[src/sv/dsch_pkg.sv]
// Shared types and constants of the disk request scheduler.
// No dependencies; used by the controller, the datapath and the top level.
`default_nettype none
package dsch_pkg;

  localparam int MAX_REQUESTS_DEF = 32;
  localparam int CYL_BITS_DEF     = 10;
  localparam int SUM_W            = 16;
  localparam int POLICY_W         = 3;
  localparam int CFG_ADDR_W       = 2;
  localparam int START_RESET      = 101;
  localparam int MAX_RESET        = 199;
  localparam int MIN_RESET        = 0;

  localparam logic [CFG_ADDR_W-1:0] REG_POLICY = 2'd0;
  localparam logic [CFG_ADDR_W-1:0] REG_START  = 2'd1;
  localparam logic [CFG_ADDR_W-1:0] REG_MIN    = 2'd2;
  localparam logic [CFG_ADDR_W-1:0] REG_MAX    = 2'd3;

  localparam logic [POLICY_W-1:0] POL_FCFS  = 3'd0;
  localparam logic [POLICY_W-1:0] POL_SSTF  = 3'd1;
  localparam logic [POLICY_W-1:0] POL_SCAN  = 3'd2;
  localparam logic [POLICY_W-1:0] POL_CSCAN = 3'd3;
  localparam logic [POLICY_W-1:0] POL_LOOK  = 3'd4;
  localparam logic [POLICY_W-1:0] POL_CLOOK = 3'd5;

  localparam logic REQ_ADD = 1'b0;
  localparam logic REQ_RUN = 1'b1;

  typedef enum logic [1:0] {MODE_PRE, MODE_FCFS, MODE_SSTF, MODE_SWEEP} mode_t;
  typedef enum logic [1:0] {CLS_BELOW, CLS_ABOVE, CLS_EQUAL, CLS_ANY} cls_t;
  typedef enum logic [1:0] {SEL_BEST, SEL_START, SEL_MIN, SEL_MAX} sel_t;

  typedef struct packed {
    logic  add;
    logic  run_init;
    logic  scan_start;
    logic  emit;
    logic  clear;
    logic  end_stop;
    mode_t mode;
    cls_t  cls;
    logic  desc;
    sel_t  sel;
  } cmd_t;

  typedef struct packed {
    logic                scan_done;
    logic                found;
    logic                below;
    logic                above;
    logic                count_zero;
    logic                out_free;
    logic                last;
    logic                down;
    logic [POLICY_W-1:0] policy;
  } status_t;

endpackage
`default_nettype wire

[src/sv/dsch_ram.sv]
// Generic single-write, single-read RAM with registered read data.
// No dependencies.
`default_nettype none
module dsch_ram #(
  parameter int WIDTH = 10,
  parameter int DEPTH = 32
) (
  input  wire logic                                clk,
  input  wire logic                                we,
  input  wire logic [(DEPTH > 1 ? $clog2(DEPTH) : 1)-1:0] waddr,
  input  wire logic [WIDTH-1:0]                    wdata,
  input  wire logic [(DEPTH > 1 ? $clog2(DEPTH) : 1)-1:0] raddr,
  output logic      [WIDTH-1:0]                    rdata
);

  logic [WIDTH-1:0] mem [DEPTH];

  always_ff @(posedge clk) begin
    if (we) begin
      mem[waddr] <= wdata;
    end
    rdata <= mem[raddr];
  end

endmodule
`default_nettype wire

[src/sv/dsch_ctrl.sv]
// Scheduler controller: walks the run through prescan, search and emit steps.
// Depends on dsch_pkg; drives the datapath through cmd_t, reads status_t.
`default_nettype none
module dsch_ctrl (
  input  wire logic               clk,
  input  wire logic               rst,
  input  wire logic               s_tvalid,
  input  wire logic               req_type,
  input  wire dsch_pkg::status_t  st,
  output logic                    s_tready,
  output dsch_pkg::cmd_t          cmd
);

  typedef enum logic [5:0] {
    S_IDLE  = 6'b000001,
    S_EMPTY = 6'b000010,
    S_PRE   = 6'b000100,
    S_SCAN  = 6'b001000,
    S_EMIT  = 6'b010000,
    S_ENDS  = 6'b100000
  } state_t;

  typedef enum logic [5:0] {
    PH_ALL = 6'b000001,
    PH_EQ  = 6'b000010,
    PH_A   = 6'b000100,
    PH_E1  = 6'b001000,
    PH_E2  = 6'b010000,
    PH_B   = 6'b100000
  } phase_t;

  state_t state, state_next;
  phase_t phase, phase_next;

  logic is_sstf, is_sweep, is_cscan, wrap, ends_on, b_desc;

  always_comb begin
    is_sstf  = st.policy == dsch_pkg::POL_SSTF;
    is_cscan = st.policy == dsch_pkg::POL_CSCAN;
    is_sweep = st.policy == dsch_pkg::POL_SCAN || st.policy == dsch_pkg::POL_CSCAN ||
               st.policy == dsch_pkg::POL_LOOK || st.policy == dsch_pkg::POL_CLOOK;
    wrap     = st.policy == dsch_pkg::POL_CSCAN || st.policy == dsch_pkg::POL_CLOOK;
    ends_on  = (st.policy == dsch_pkg::POL_SCAN || is_cscan) && st.below && st.above;
    b_desc   = st.down ? wrap : !wrap;
  end

  always_ff @(posedge clk) begin
    if (rst) begin
      state <= S_IDLE;
      phase <= PH_ALL;
    end else begin
      state <= state_next;
      phase <= phase_next;
    end
  end

  always_comb begin
    state_next = state;
    phase_next = phase;
    s_tready   = 1'b0;
    cmd        = '0;
    cmd.sel    = dsch_pkg::SEL_BEST;

    // search setup follows the current phase
    unique case (phase)
      PH_EQ: begin
        cmd.cls  = dsch_pkg::CLS_EQUAL;
        cmd.mode = dsch_pkg::MODE_SWEEP;
      end
      PH_A: begin
        cmd.cls  = st.down ? dsch_pkg::CLS_BELOW : dsch_pkg::CLS_ABOVE;
        cmd.desc = st.down;
        cmd.mode = dsch_pkg::MODE_SWEEP;
      end
      PH_B: begin
        cmd.cls  = st.down ? dsch_pkg::CLS_ABOVE : dsch_pkg::CLS_BELOW;
        cmd.desc = b_desc;
        cmd.mode = dsch_pkg::MODE_SWEEP;
      end
      default: begin
        cmd.cls  = dsch_pkg::CLS_ANY;
        cmd.mode = is_sstf ? dsch_pkg::MODE_SSTF : dsch_pkg::MODE_FCFS;
      end
    endcase
    if (state == S_PRE) begin
      cmd.mode = dsch_pkg::MODE_PRE;
    end

    unique case (state)
      S_IDLE: begin
        s_tready = 1'b1;
        if (s_tvalid) begin
          if (req_type == dsch_pkg::REQ_ADD) begin
            cmd.add = 1'b1;
          end else begin
            cmd.run_init = 1'b1;
            if (st.count_zero) begin
              state_next = S_EMPTY;
            end else begin
              cmd.scan_start = 1'b1;
              state_next     = S_PRE;
            end
          end
        end
      end
      S_EMPTY: begin
        if (st.out_free) begin
          cmd.emit   = 1'b1;
          cmd.sel    = dsch_pkg::SEL_START;
          cmd.clear  = 1'b1;
          state_next = S_IDLE;
        end
      end
      S_PRE: begin
        if (st.scan_done) begin
          phase_next     = is_sweep ? PH_EQ : PH_ALL;
          cmd.scan_start = 1'b1;
          state_next     = S_SCAN;
        end
      end
      S_SCAN: begin
        if (st.scan_done) begin
          if (st.found) begin
            state_next = S_EMIT;
          end else begin
            priority case (phase)
              PH_EQ: begin
                phase_next     = PH_A;
                cmd.scan_start = 1'b1;
              end
              PH_A: begin
                if (ends_on) begin
                  phase_next = PH_E1;
                  state_next = S_ENDS;
                end else begin
                  phase_next     = PH_B;
                  cmd.scan_start = 1'b1;
                end
              end
              default: begin
                cmd.clear  = 1'b1;
                state_next = S_IDLE;
              end
            endcase
          end
        end
      end
      S_EMIT: begin
        if (st.out_free) begin
          cmd.emit = 1'b1;
          if (st.last) begin
            cmd.clear  = 1'b1;
            state_next = S_IDLE;
          end else begin
            cmd.scan_start = 1'b1;
            state_next     = S_SCAN;
          end
        end
      end
      S_ENDS: begin
        if (st.out_free) begin
          cmd.emit     = 1'b1;
          cmd.end_stop = 1'b1;
          if (phase == PH_E1) begin
            cmd.sel = st.down ? dsch_pkg::SEL_MIN : dsch_pkg::SEL_MAX;
          end else begin
            cmd.sel = st.down ? dsch_pkg::SEL_MAX : dsch_pkg::SEL_MIN;
          end
          if (phase == PH_E1 && is_cscan) begin
            phase_next = PH_E2;
          end else begin
            phase_next     = PH_B;
            cmd.scan_start = 1'b1;
            state_next     = S_SCAN;
          end
        end
      end
      default: begin
        state_next = S_IDLE;
      end
    endcase
  end

endmodule
`default_nettype wire

[src/sv/dsch_dp.sv]
// Scheduler datapath: config registers, request RAM, served marks, search and
// result register. Depends on dsch_pkg and dsch_ram.
`default_nettype none
module dsch_dp #(
  parameter int MAX_REQUESTS = dsch_pkg::MAX_REQUESTS_DEF,
  parameter int CYL_BITS     = dsch_pkg::CYL_BITS_DEF
) (
  input  wire logic                              clk,
  input  wire logic                              rst,
  input  wire dsch_pkg::cmd_t                    cmd,
  output dsch_pkg::status_t                      st,
  input  wire logic                              cfg_we,
  input  wire logic [dsch_pkg::CFG_ADDR_W-1:0]   cfg_addr,
  input  wire logic [CYL_BITS-1:0]               cfg_data,
  input  wire logic [CYL_BITS-1:0]               cylinder,
  output logic                                   out_valid,
  input  wire logic                              out_ready,
  output logic [CYL_BITS-1:0]                    out_stop,
  output logic [CYL_BITS-1:0]                    out_step,
  output logic [dsch_pkg::SUM_W-1:0]             out_total,
  output logic                                   out_end,
  output logic                                   out_last,
  output logic                                   out_drop,
  output logic                                   out_empty
);

  localparam int IDX_W = MAX_REQUESTS > 1 ? $clog2(MAX_REQUESTS) : 1;
  localparam int CNT_W = $clog2(MAX_REQUESTS + 1);
  localparam int SUM_W = dsch_pkg::SUM_W;

  logic [dsch_pkg::POLICY_W-1:0] policy;
  logic [CYL_BITS-1:0] start_cyl, min_cyl, max_cyl;

  logic [CNT_W-1:0] count, served, cnt_m1;
  logic [IDX_W-1:0] last_idx, sidx, ridx, best_i;
  logic [MAX_REQUESTS-1:0] marks;
  logic drop, below, above, running, rv, have_best;
  logic [CYL_BITS-1:0] head, best_v, best_d, rdata, cand_d, emit_v, emit_d;
  logic [SUM_W-1:0] sum, sum_sat;
  logic [SUM_W:0] sum_wide;
  logic add_ok, cls_ok, better, take;

  always_ff @(posedge clk) begin
    if (rst) begin
      policy    <= dsch_pkg::POL_FCFS;
      start_cyl <= CYL_BITS'(dsch_pkg::START_RESET);
      min_cyl   <= CYL_BITS'(dsch_pkg::MIN_RESET);
      max_cyl   <= CYL_BITS'(dsch_pkg::MAX_RESET);
    end else if (cfg_we) begin
      unique case (cfg_addr)
        dsch_pkg::REG_POLICY: policy    <= cfg_data[dsch_pkg::POLICY_W-1:0];
        dsch_pkg::REG_START:  start_cyl <= cfg_data;
        dsch_pkg::REG_MIN:    min_cyl   <= cfg_data;
        dsch_pkg::REG_MAX:    max_cyl   <= cfg_data;
        default: ;
      endcase
    end
  end

  assign add_ok   = cmd.add && cylinder >= min_cyl && cylinder <= max_cyl &&
                    count < CNT_W'(MAX_REQUESTS);
  assign cnt_m1   = count - CNT_W'(1);
  assign last_idx = cnt_m1[IDX_W-1:0];

  dsch_ram #(.WIDTH(CYL_BITS), .DEPTH(MAX_REQUESTS)) u_store (
    .clk   (clk),
    .we    (add_ok),
    .waddr (count[IDX_W-1:0]),
    .wdata (cylinder),
    .raddr (sidx),
    .rdata (rdata)
  );

  // address walk; the registered read data lines up with ridx, both taken from sidx
  always_ff @(posedge clk) begin
    if (rst) begin
      running <= 1'b0;
      rv      <= 1'b0;
    end else begin
      rv <= running && !cmd.scan_start;
      if (cmd.scan_start) begin
        running <= 1'b1;
      end else if (running && sidx == last_idx) begin
        running <= 1'b0;
      end
    end
    if (cmd.scan_start) begin
      sidx <= '0;
    end else if (running) begin
      sidx <= sidx + IDX_W'(1);
    end
    ridx <= sidx;
  end

  always_comb begin
    cand_d = rdata > head ? rdata - head : head - rdata;
    unique case (cmd.cls)
      dsch_pkg::CLS_BELOW: cls_ok = rdata < start_cyl;
      dsch_pkg::CLS_ABOVE: cls_ok = rdata > start_cyl;
      dsch_pkg::CLS_EQUAL: cls_ok = rdata == start_cyl;
      default:             cls_ok = 1'b1;
    endcase
    unique case (cmd.mode)
      dsch_pkg::MODE_SSTF:  better = !have_best || cand_d < best_d;
      dsch_pkg::MODE_SWEEP: better = !have_best ||
                                     (cmd.desc ? rdata > best_v : rdata < best_v);
      dsch_pkg::MODE_FCFS:  better = !have_best;
      default:              better = 1'b0;
    endcase
    take = rv && cmd.mode != dsch_pkg::MODE_PRE && !marks[ridx] && cls_ok && better;
  end

  always_comb begin
    unique case (cmd.sel)
      dsch_pkg::SEL_START: emit_v = start_cyl;
      dsch_pkg::SEL_MIN:   emit_v = min_cyl;
      dsch_pkg::SEL_MAX:   emit_v = max_cyl;
      default:             emit_v = best_v;
    endcase
    emit_d   = emit_v > head ? emit_v - head : head - emit_v;
    sum_wide = {1'b0, sum} + (SUM_W + 1)'(emit_d);
    sum_sat  = sum_wide[SUM_W] ? {SUM_W{1'b1}} : sum_wide[SUM_W-1:0];
  end

  always_ff @(posedge clk) begin
    if (rst) begin
      count     <= '0;
      served    <= '0;
      marks     <= '0;
      drop      <= 1'b0;
      below     <= 1'b0;
      above     <= 1'b0;
      have_best <= 1'b0;
      head      <= CYL_BITS'(dsch_pkg::START_RESET);
      sum       <= '0;
      out_valid <= 1'b0;
    end else begin
      if (cmd.add) begin
        if (add_ok) begin
          count <= count + CNT_W'(1);
        end else begin
          drop <= 1'b1;
        end
      end
      if (cmd.run_init) begin
        head   <= start_cyl;
        sum    <= '0;
        served <= '0;
        below  <= 1'b0;
        above  <= 1'b0;
      end
      if (rv && cmd.mode == dsch_pkg::MODE_PRE) begin
        if (rdata < start_cyl) below <= 1'b1;
        if (rdata > start_cyl) above <= 1'b1;
      end
      if (cmd.scan_start) begin
        have_best <= 1'b0;
      end else if (take) begin
        have_best <= 1'b1;
      end
      if (cmd.emit) begin
        head      <= emit_v;
        sum       <= sum_sat;
        out_valid <= 1'b1;
        if (cmd.sel == dsch_pkg::SEL_BEST) begin
          served <= served + CNT_W'(1);
        end
      end else if (out_ready) begin
        out_valid <= 1'b0;
      end
      // drop the store at the end of a run, else mark the stop just served
      if (cmd.clear) begin
        count <= '0;
        marks <= '0;
        drop  <= 1'b0;
      end else if (cmd.emit && cmd.sel == dsch_pkg::SEL_BEST) begin
        marks[best_i] <= 1'b1;
      end
    end
  end

  always_ff @(posedge clk) begin
    if (take) begin
      best_v <= rdata;
      best_i <= ridx;
      best_d <= cand_d;
    end
    if (cmd.emit) begin
      out_stop  <= emit_v;
      out_step  <= emit_d;
      out_total <= sum_sat;
      out_end   <= cmd.end_stop;
      out_drop  <= drop;
      out_empty <= cmd.sel == dsch_pkg::SEL_START;
      out_last  <= cmd.sel == dsch_pkg::SEL_START ||
                   (cmd.sel == dsch_pkg::SEL_BEST && st.last);
    end
  end

  always_comb begin
    st.scan_done  = rv && ridx == last_idx;
    st.found      = have_best || take;
    st.below      = below;
    st.above      = above;
    st.count_zero = count == '0;
    st.out_free   = !out_valid || out_ready;
    st.last       = (served + CNT_W'(1)) == count;
    st.down       = start_cyl <= (max_cyl >> 1);
    st.policy     = policy;
  end

endmodule
`default_nettype wire

[src/sv/disk_request_scheduler.sv]
// Top level of the disk request scheduler: stream ports, controller, datapath.
// Depends on dsch_pkg, dsch_ctrl and dsch_dp.
//
// channel   direction  beat contents
// s_*       in         add request or run command
// m_*       out        one service stop per beat, tlast on the final stop
// cfg_*     in         register write, no response
//
// An add beat is stored as it is accepted. A run beat over N stored requests takes a
// prescan pass, then a RAM walk plus one emit per request stop, since each stop
// is chosen by a full pass through the single read port; a sweep adds one dry
// pass for each phase that runs out (at most two), end stops are emitted without
// a pass, and an empty run emits its one stop from the empty state after accept.
// Reset is synchronous and leaves the store empty at once.
// s_tready is low for the whole run; a stalled m_* beat holds the controller.
`default_nettype none
module disk_request_scheduler #(
  parameter int MAX_REQUESTS = dsch_pkg::MAX_REQUESTS_DEF,
  parameter int CYL_BITS     = dsch_pkg::CYL_BITS_DEF
) (
  input  wire logic                            clk,
  input  wire logic                            rst,
  input  wire logic                            s_tvalid,
  output logic                                 s_tready,
  // cylinder
  input  wire logic [((CYL_BITS+7)/8)*8-1:0]   s_tdata,
  // req_type
  input  wire logic [0:0]                      s_tuser,
  output logic                                 m_tvalid,
  input  wire logic                            m_tready,
  // stop_cylinder, step_distance, total_distance
  output logic [((2*CYL_BITS+dsch_pkg::SUM_W+7)/8)*8-1:0] m_tdata,
  // is_end_stop, dropped_requests, queue_empty
  output logic [2:0]                           m_tuser,
  output logic                                 m_tlast,
  input  wire logic                            cfg_we,
  input  wire logic [dsch_pkg::CFG_ADDR_W-1:0] cfg_addr,
  input  wire logic [CYL_BITS-1:0]             cfg_data
);

  localparam int OUT_W = ((2*CYL_BITS+dsch_pkg::SUM_W+7)/8)*8;

  dsch_pkg::cmd_t    cmd;
  dsch_pkg::status_t st;

  logic [CYL_BITS-1:0]       out_stop, out_step;
  logic [dsch_pkg::SUM_W-1:0] out_total;
  logic out_end, out_last, out_drop, out_empty;

  dsch_ctrl u_ctrl (
    .clk      (clk),
    .rst      (rst),
    .s_tvalid (s_tvalid),
    .req_type (s_tuser[0]),
    .st       (st),
    .s_tready (s_tready),
    .cmd      (cmd)
  );

  dsch_dp #(.MAX_REQUESTS(MAX_REQUESTS), .CYL_BITS(CYL_BITS)) u_dp (
    .clk       (clk),
    .rst       (rst),
    .cmd       (cmd),
    .st        (st),
    .cfg_we    (cfg_we),
    .cfg_addr  (cfg_addr),
    .cfg_data  (cfg_data),
    .cylinder  (s_tdata[CYL_BITS-1:0]),
    .out_valid (m_tvalid),
    .out_ready (m_tready),
    .out_stop  (out_stop),
    .out_step  (out_step),
    .out_total (out_total),
    .out_end   (out_end),
    .out_last  (out_last),
    .out_drop  (out_drop),
    .out_empty (out_empty)
  );

  assign m_tdata = OUT_W'({out_total, out_step, out_stop});
  assign m_tuser = {out_empty, out_drop, out_end};
  assign m_tlast = out_last;

endmodule
`default_nettype wire

[config.mk]
export PLATFORM = sky130hd
export DESIGN_NAME = disk_request_scheduler
export DESIGN_NICKNAME = d
export VERILOG_FILES = /design/src/sv/dsch_pkg.sv /design/src/sv/dsch_ram.sv /design/src/sv/dsch_ctrl.sv /design/src/sv/dsch_dp.sv /design/src/sv/disk_request_scheduler.sv
export SDC_FILE = /design/constraint.sdc
export NUM_CORES = 1
export LEC_CHECK = 0
export BUFFER_PORTS_ARGS = -buffer_cell sky130_fd_sc_hd__buf_2
export CAP_MARGIN = 20
export CORE_MARGIN = 5
export CORE_UTILIZATION = 55
export CTS_CLUSTER_SIZE = 28
export DETAILED_ROUTE_END_ITERATION = 6
export PLACE_DENSITY = 0.72
export SYNTH_ARGS = -nofsm -noshare
export SYNTH_HDL_FRONTEND = slang
export SYNTH_SLANG_ARGS = --single-unit
[constraint.sdc]
create_clock -name clk -period 11.15 [get_ports clk]
set_input_delay 0.5575 -clock clk [delete_from_list [all_inputs] [get_ports clk]]
set_output_delay 0.5575 -clock clk [all_outputs]
set_load 0.1 [all_outputs]
[Word-level counts from Yosys, hierarchy flattened]
Memory sizes are Yosys's and may differ from the RTL's. A register that Yosys moved wholly into a read port is not among the register bits.
Index checks and enable logic that the tools add are counted.
Word-level totals
  register bits: 197
  memory bits (writable): 320
  output and inout bits: 46
  word-level logic and storage cells: 240
  memories: 1
Cells by class
  add/sub/neg operators: 9
  order comparisons: 14
  eq/ne operators: 42
  mux-type cells: 90
  bitwise gates (word level): 2
  reductions and logical operators: 52
Memories
  u_dp.u_store.mem: words 32, width 10, rd ports 1, clocked after Yosys merged registers in 1, wr ports 1, line dsch_ram.sv:16  | logic [WIDTH-1:0] mem [DEPTH];
Operator list (number)
  two-way mux 6 bit: 19
  two-way mux 16 bit: 3
  greater-than comparator 10 bit: 4
  two-way mux 10 bit: 4
  subtractor 10 bit: 4
  one-hot mux 6 bit (6 select lines): 1
  two-way mux 1 bit: 35
  OR 32 bit: 1
  less-than comparator 10 bit: 3
  one-hot mux 10 bit (3 select lines): 1
  one-hot mux 6 bit (2 select lines): 2
  two-way mux 2 bit: 9
  != test 2 bit, second input constant: 9
  one-hot mux 6 bit (3 select lines): 1
  adder 16 x 10 -> 17 bit: 1
  logical AND 1 bit: 17
  == test 2 bit, second input constant: 7
  adder 6 x 1 -> 6 bit, second input constant: 2
  == test 6 x 2 -> 1 bit, second input constant: 2
  == test 6 x 3 -> 1 bit, second input constant: 2
  == test 6 x 4 -> 1 bit, second input constant: 2
  == test 6 bit, second input constant: 2
  less-than comparator 5 x 6 -> 1 bit, second input constant: 2
  one-hot mux 1 bit (3 select lines): 4
  37 further kinds: 72

[Depth between registers and ports, before layout]
Gate-level depths: netlist of run 1.
  depth in word-level cells: 15
  depth in mapped cells: 34
  gate-level depth less buffers: 31

[Modules after synthesis]
From an unflattened synthesis of run 1, not the netlist that was laid out.
Second synthesis, totals
  cell total of the unflattened synthesis: 2041
  area total of the unflattened synthesis: 25120.3 µm²
Modules (own cells, without submodules)
  dsch_ram: times used 1, cells each 733, area each 12993.7 µm², seq. area each 9809.4 µm²
  dsch_dp: times used 1, cells each 1140, area each 10841.6 µm², seq. area each 4354.2 µm²
  dsch_ctrl: times used 1, cells each 160, area each 1228.7 µm², seq. area each 240.2 µm²
  disk_request_scheduler: times used 1, cells each 8, area each 56.3 µm², seq. area each 0.0 µm²

[Worst setup path before layout of run 1]
No wires, ideal clock.
  kind: reg-to-reg
  start: register u_dp.max_cyl[6]
  end: register u_dp.out_total[5] in the netlist's numbering (data pin)
  setup time: 0.262 ns
  arrival time: 5.975 ns
  required time: 10.888 ns
  slack: 4.913 ns
  stages on the path, launching flop included: 31
  buffers on the path: 3
  clock period less this slack: 6.237 ns
  path through: dfxtp_1 -> inv_1 -> ha_1 -> and4_1 -> o21ai_0 -> and4b_1 -> or3_1 -> and3_1 -> buf_2 -> a221oi_1 -> o21bai_1 -> inv_1 -> ha_1 -> buf_2 -> nand4_1 -> or3_1 -> o21ai_0 -> nand2_1 -> buf_2 -> o311ai_0 -> nand2_1 -> a31oi_1 -> xnor2_1 -> ha_1 -> o21a_1 -> o21ai_0 -> a21oi_1 -> o2111ai_1 -> nand2_1 -> and2_1 -> or2_2
On the way
  longest elaborated chain between the ends: 11
  elaborated cells between the ends (all ways): 16
Ends and longest elaborated chain
  start: declaration: line dsch_dp.sv:32  | logic [CYL_BITS-1:0] start_cyl, min_cyl, max_cyl;
  start signal: assignment: line dsch_dp.sv:48  | max_cyl <= CYL_BITS'(dsch_pkg::MAX_RESET);
  start signal: assignment: line dsch_dp.sv:54  | dsch_pkg::REG_MAX: max_cyl <= cfg_data;
  less-or-equal comparator 10 x 9 -> 1 bit: line dsch_dp.sv:208  | st.down = start_cyl <= (max_cyl >> 1);
  two-way mux 1 bit, on equally long branches: line dsch_ctrl.sv:167, dsch_ctrl.sv:165
  two-way mux 2 bit: line dsch_ctrl.sv:164  | if (phase == PH_E1) begin
  two-way mux 2 bit: line dsch_ctrl.sv:161  | if (st.out_free) begin
  one-hot mux 2 bit (2 select lines): line dsch_ctrl.sv:89  | unique case (state)
  == test 2 bit or == test 2 x 1 -> 1 bit (tied branches): line dsch_dp.sv:114  | unique case (cmd.sel)
  one-hot mux 10 bit (3 select lines) (*): line dsch_dp.sv:114
  net u_dp.emit_v[6]: line dsch_dp.sv:38  | logic [CYL_BITS-1:0] head, best_v, best_d, rdata, cand_d, emit_v, emit_d;
  subtractor 10 bit or greater-than comparator 10 bit (tied branches): line dsch_dp.sv:120  | emit_d = emit_v > head ? emit_v - head : head - emit_v;
  two-way mux 10 bit (*): line dsch_dp.sv:120
  net u_dp.emit_d[6]: line dsch_dp.sv:38
  adder 16 x 10 -> 17 bit (*): line dsch_dp.sv:121  | sum_wide = {1'b0, sum} + (SUM_W + 1)'(emit_d);
  two-way mux 16 bit (*): line dsch_dp.sv:122  | sum_sat = sum_wide[SUM_W] ? {SUM_W{1'b1}} : sum_wide[SUM_W-1:0];
  net u_dp.sum_sat[5]: line dsch_dp.sv:39  | logic [SUM_W-1:0] sum, sum_sat;
  end signal: assignment: line dsch_dp.sv:191  | out_total <= sum_sat;
  end: declaration: line dsch_dp.sv:20  | output logic [dsch_pkg::SUM_W-1:0] out_total,
The timed path passes the listed nets; every way through them passes the cells marked *.
A chain may end at the register's enable or synchronous reset.

[Worst setup path after layout of run 1]
  start: register u_ctrl.state[0]
  end: register u_dp.out_total[12] in the netlist's numbering (data pin)
On the way
  longest elaborated chain between the ends: 8
  elaborated cells between the ends (all ways): 13
Ends and longest elaborated chain
  start: declaration: line dsch_ctrl.sv:32  | state_t state, state_next;
  start signal: assignment: line dsch_ctrl.sv:52  | state <= state_next;
  == test 6 bit or == test 6 x 2 -> 1 bit (tied branches): line dsch_ctrl.sv:89
  one-hot mux 2 bit (2 select lines) (*): line dsch_ctrl.sv:89
  == test 2 bit or == test 2 x 1 -> 1 bit (tied branches): line dsch_dp.sv:114
  one-hot mux 10 bit (3 select lines) (*): line dsch_dp.sv:114
  net u_dp.emit_v[1]: line dsch_dp.sv:38
  subtractor 10 bit or greater-than comparator 10 bit (tied branches): line dsch_dp.sv:120
  two-way mux 10 bit (*): line dsch_dp.sv:120
  net u_dp.emit_d[5]: line dsch_dp.sv:38
  adder 16 x 10 -> 17 bit (*): line dsch_dp.sv:121
  two-way mux 16 bit (*): line dsch_dp.sv:122
  net u_dp.sum_sat[12]: line dsch_dp.sv:39
Marked as above.

==> qor.yml, run 1 <==
wl_mm: 56.9
cts_hold_buf: 0
power-per-cell-area_nw_per_um2: 230
critPathBufInv: 2
area_growth_pct: 10.6
setup_viol: 0
crit_path_frequent_cell: "nand2_1"
numPortBuffers: 69
layout_common_cells: "edfxtp_1 (385), nor2_1 (158), a21oi_1 (141), dfxtp_1 (140), nand2_1 (131)"
whs_path_depth: 3
p_total_mw: 6.23
yosys_warnings: 0
setup_tns_ns: 0
ir_worst_vdd_uv: 154
netlist.area_leader.share_pct: 47.3
rsz0062_at_grt: "no"
clk_pin_slew_ns: 0.06
layout_commonest_cell: "edfxtp_1"
core-area_um2: 44100
drv_cap: 0
clk_root_buffer_cell: "clkbuf_16"
avgSynthCellArea_um2: 13.3
cp.arrival_ns: 8.27
startpoint_type: "flop"
cts_setup_buffers: 0
final_util_pct: 61.3
diodes: 0
r2r-start: "u_ctrl.state[0]$_SDFFE_PP1P_"
drive_gt1_share_pct: 15.6
slew_headroom_pct: 32.1
ant_nets: 0
rrSetupSlack_ns: 3.23
grt_usage_pct: 23.6
drt-pass1-iter-count: 7
fmax_mhz: 126
cts_resized: 0
pin_count: 80
cp_top_family: "simple AND/OR/NAND/NOR gates"
synthTopCellsByArea: "edfxtp_1 (47%), dfxtp_1 (12%), mux4_2 (9.5%)"
wire_per_inst_um: 22.5
synthFlopType: "edfxtp_1"
hold_viol: 0
whs_endpoint: "u_dp.max_cyl[3]$_SDFFE_PP0P_"
gp_congestion: 0.919
min_period_ns: 7.92
synth_cell_type_count: 89
cts_tree: "done"
grt_overflow_total: 0
insertion_delay_ns: 0.62
worstSetupEndpointType: "flop"
outcome: "complete, no violations"
path_class: "flop to flop"
worst-r2r-cell-count: 25
required_ns: 11.50
grt_pass1_vias: 15100
hold_path.class: "primary input to flop"
grt_antenna_before_repair: 0
synth_seq_cells: 527
initial_core_util_pct: 55.4
cts_num_sinks: 527
grt_max_degree: 78
period_share_pct: 71.1
hpwl_mm: 37.6
dieArea_um2: 48700
r2r_end: "u_dp.out_total[12]$_DFFE_PP_"
hold_ws_ns: 0.240
die_h_um: 221
tightest_slew_ns: 1.01
slew_viol_final: 0
synth_edf_count: 385
leakage_nw: 9.79
worst_path_max_delay_cell: "and3_1"
htree_levels: 2
die_w_um: 221
netlist_area_um2: 24400
drc_errors: 0
hp-start: "cfg_data[3]"
slowest_delay_ns: 0.54
async_flop_share_pct: 0
via_per_inst: 6.04
fin_skew_ns: 0.0269
dpl-instance-area_um2: 25300
drtIter0Drc: 1504
yosysTopAreaCell: "edfxtp_1"
cts_buffers: 53
final_area_um2: 27000
nets: 2052
startpoint: "u_ctrl.state[0]$_SDFFE_PP1P_"
rows: 77
synth_cells: 1842
grt_pass1_wl_mm: 87.9
crit_fanout: 13
seq_area_frac_synth_pct: 59.0
vias: 15300
clockBufferDepth: 3
-- cell usage after synthesis, types with 8 or more instances --
master and n:
ha_1 114, a21o_1 32, nand3_1 37, nand3b_1 9
edfxtp_1 385, nor2b_1 12, mux2i_1 26, clkbuf_1 51
xnor2_1 27, and3_1 13, dfxtp_1 142, nor3_1 23
o21ai_0 53, inv_1 107, a21oi_1 141, or3_1 8
nor2_1 158, xor2_1 27, nor3b_1 8, a31oi_1 15
nand2b_1 16, mux4_2 103, nand4_1 18, buf_1 14
o21a_1 13, nand2_1 131, mux2_2 16
-- worst reg2reg max path, stage by stage, from the launching register on --
cell	delay (ns)
dfxtp_1	0.36
nor2_1	0.29
and4b_1	0.34
nand2_1	0.28
inv_1	0.48
and3_1	0.54
nand2_1	0.10
a21oi_1	0.51
inv_1	0.18
fa_1	0.47
nor2b_1	0.18
o2111ai_1	0.14
a31oi_1	0.30
nand4_1	0.20
nand2_1	0.46
mux2_2	0.43
o221a_2	0.31
xnor2_1	0.32
ha_1	0.33
o21a_1	0.21
o21ai_0	0.21
a21oi_1	0.09
o2111ai_1	0.24
nand2_1	0.22
nand2_1	0.16
mux2_2	0.34
-- metal layers --
layer,global-route usage (%),routed length (um)
met1,32.7,23700
met2,38.4,27500
met3,4.04,3920
met4,7.63,1870
met5,0,0
-- worst max path at each step --
stage / endpoint / slack, ns / cells after the start
finish: u_dp.out_total[12]$_DFFE_PP_ / 3.23 / 25
global route: u_dp.out_total[12]$_DFFE_PP_ / 2.58 / 25
CTS: u_dp.out_total[12]$_DFFE_PP_ / 3.28 / 25
detailed placement: u_dp.out_total[5]$_DFFE_PP_ / 3.34 / 25
global placement: u_dp.out_total[5]$_DFFE_PP_ / 3.38 / 25
floorplan: u_dp.out_total[5]$_DFFE_PP_ / 4.91 / 30
-- report_power, final --
group | internal, mW | leakage (nW) | total [mW] | switching, mW
clock | 1.03 | 0.838 | 1.78 | 0.756
combinational | 0.832 | 4.34 | 2.02 | 1.19
sequential | 2.26 | 4.62 | 2.42 | 0.165
total | 4.12 | 9.79 | 6.23 | 2.11
-- registers in the layout, summed over array words and instances, names as in the netlist, 3 cells and up --
signal              flops
u_dp.u_store.rdata     10
u_dp.out_step          10
u_dp.best_d            10
u_dp.sum               16
u_dp.sidx               5
u_dp.count              6
u_dp.policy             3
u_dp.best_v            10
u_dp.out_stop          10
u_dp.head              10
u_dp.served             6
u_dp.ridx               5
u_dp.u_store.mem      320
u_dp.best_i             5
u_dp.out_total         16
u_ctrl.state            6
u_dp.max_cyl           10
u_dp.start_cyl         10
u_dp.marks             32
u_ctrl.phase            6
u_dp.min_cyl           10
-- per-stage QoR --
| step | setup slack, ns | instances |
|---|---|---|
| 6_report | 3.23 | 2533 |
| 5_1_grt | 2.58 | 2533 |
| 4_1_cts | 3.28 | 2532 |
| 3_5_place_dp | 3.34 | 2435 |
| 3_3_place_gp | 3.38 | 2434 |
| 2_1_floorplan | 4.91 | 1845 |
-- layout make-up --
| type | count | area, um^2 |
|---|---|---|
| Sequential cell | 527 | 14400 |
| Multi-Input combinational cell | 1128 | 9280 |
| Fill cell | 3359 | 17100 |
| Tap cell | 592 | 741 |
| Clock inverter | 31 | 373 |
| Timing Repair Buffer | 80 | 425 |
| Clock buffer | 66 | 1390 |
| Inverter | 109 | 409 |
-- logic make-up after synthesis --
logic type | synth area share, %
DFF | 59.0
and+or+nand+nor | 9.58
AOI/OAI and AO/OA | 8.22
buffers and inverters | 3.12
muxes | 11.8
adders and majority gates | 6.25
xor gates and xnor gates | 2.03
other | 0.0153
Power figures use the tool's default switching activity.
==> run 2: changes to the inputs <==
- PLACE_DENSITY: 0.72 -> 0.75
- clock period: 11.15 -> 6.7 ns (I/O delays scaled with it)
==> run 2 against run 1 <==
Net effect:
- final area increased by 2.8%
- fmax increased by 21%
- clock power increased by 72%
- first-iteration DRC count increased by 6.7%
- die area unchanged
- power increased by 73%
- hold slack got worse by 0.20 ns
- largest power group unchanged
==> qor.yml, run 2 (same netlist as run 1, synthesis figures left out) <==
layout_commonest_cell: "edfxtp_1"
via_per_inst: 6.09
ir_worst_vdd_uv: 306
grt_pass1_vias: 15800
drv_cap: 0
fin_cells: 2600
required_ns: 7.20
clk_pin_slew_ns: 0.07
initial_core_util_pct: 55.4
hold_path.class: "primary input to flop"
die_w_um: 221
switching_share_pct: 33.6
drtIter0Drc: 1605
dpl-instance-area_um2: 25800
fin_skew_ns: 0.0207
worstSetupEndpointType: "flop"
top_regs: "u_dp.u_store.mem (320), u_dp.marks (32)"
clk_root_buffer_cell: "clkbuf_16"
pre_cts_slack_ns: -0.279
min_period_ns: 6.53
tightest_slew_ns: 1.04
slew_headroom_pct: 30.3
cp.arrival_ns: 7.03
core-area_um2: 44100
cts_num_sinks: 527
startpoint_type: "flop"
final_area_um2: 27800
grt_pass1_wl_mm: 91.7
dieArea_um2: 48700
fmax_mhz: 153
grt_overflow_total: 0
rows: 77
pin_count: 80
path_class: "flop to flop"
htree_levels: 2
die_h_um: 221
fin_ws_ns: 0.169
area_growth_pct: 13.7
largest_register_ff_count: 320
p_comb_share_pct: 34.2
diodes: 0
grt_usage_pct: 24.8
p_int_mw: 7.17
nets: 2119
wl_mm: 60.1
ant_nets: 0
seqPwrFrac_pct: 37.5
wire_per_inst_um: 23.1
dp_cells: 2497
drc_errors: 0
power_switching_mw: 3.63
power-per-cell-area_nw_per_um2: 389
clockBufferDepth: 3
power_frac_clock_pct: 28.4
drive_gt1_share_pct: 20.4
vias: 15800
grt_antenna_before_repair: 1
outcome: "complete, no violations"
setup_viol: 0
gp_congestion: 0.955
regMostFlops: "u_dp.u_store.mem"
hpwl_mm: 39.0
numPortBuffers: 69
slowest_delay_ns: 0.42
slew_viol_final: 0
worst_path_max_delay_cell: "or3_4"
drt-pass1-iter-count: 6
cts_tree: "done"
period_share_pct: 97.5
crit_fanout: 9
hold_viol: 0
cts_buffers: 53
layout_common_cells: "edfxtp_1 (385), nor2_1 (157), a21oi_1 (139), dfxtp_1 (139), nand2_1 (129)"
grt_max_degree: 50
leakage_nw: 10.2
insertion_delay_ns: 0.61
## run 2: changes by cell type in the layout (fill, tap and decap cells not counted), moves of 4 or more
cell,previous run,this run
o21ai_1,2,6
clkinv_1,14,8
clkbuf_8,1,5
clkinv_2,5,9
clkbuf_1,12,7
buf_4,10,72
o21ai_0,53,46
## run 2: power groups by stage
stage          sequential, mW  clock, mW  combinational, mW
6_report                 4.05       3.06               3.69
5_1_grt                  4.08       3.27               4.02
4_1_cts                  4.05       3.10               3.61
3_5_place_dp             4.12          0               3.53
3_3_place_gp             4.12          0               3.45
2_1_floorplan            4.23          0               2.41
## run 2: path summary, 6_finish.rpt
| check | start | to | slack (ns) | depth (start not counted) |
|---|---|---|---|---|
| setup / recovery | u_dp.max_cyl[5]$_SDFFE_PP0P_ | u_dp.sum[14]$_SDFFE_PP0P_ | 0.17 | 31 |
| hold reg to reg | u_dp.drop$_SDFFE_PP0P_ | u_dp.out_drop$_DFFE_PP_ | 0.44 | 0 |
| hold / removal | cfg_data[7] | u_dp.min_cyl[7]$_SDFFE_PP0P_ | 0.04 | 3 |
| setup reg to reg | u_dp.max_cyl[5]$_SDFFE_PP0P_ | u_dp.sum[14]$_SDFFE_PP0P_ | 0.17 | 31 |
## run 2: through the flow
stage	power, mW	TNS, ns	hold WS (ns)	util [%]
floorplan	6.64	0	0.329	-
global placement	7.57	-0.0376	0.422	58.4
detailed placement	7.65	-3.65	0.430	58.4
CTS	10.8	0	0.00387	62.6
global route	11.4	-0.586	0.0403	63.0
finish	10.8	0	0.0357	63.0
## run 2: final cells by class
type / count / area (um^2)
inverters: 109 / 409
clock inverters: 32 / 389
repair buffers: 147 / 963
clock buffers: 65 / 1420
well taps: 592 / 741
flip-flops and latches: 527 / 14400
multi-input cells: 1128 / 9440
fillers: 3240 / 16300
## run 2: layer usage
| metal | vias to the layer above | GRT usage, % | part of all wire, % |
|---|---|---|---|
| li1 | 7149 | - | - |
| met1 | 7825 | 33.0 | 40 |
| met2 | 717 | 41.7 | 49 |
| met3 | 129 | 4.28 | 7.7 |
| met4 | 2 | 8.37 | 3.6 |
| met5 | - | 0 | 0.022 |
## run 2: worst max-delay path: cells and delay by family (launching register included)
| family | cells | cell delay [ns] |
|---|---|---|
| compound gates | 13 | 2.24 |
| xor+xnor | 1 | 0.18 |
| fa+ha+maj | 3 | 0.94 |
| buf+inv | 4 | 0.55 |
| flops | 1 | 0.34 |
| simple gates | 10 | 2.18 |
## run 2: timing repair
action / in CTS / in global routing
gates resized for setup: 9 / 34
hold buffers: 1 / 0
pin swaps: 4 / 9
endpoints found under the setup margin: 32 / 32
endpoints found under the hold margin: 3 / 0
setup buffers: 2 / 2
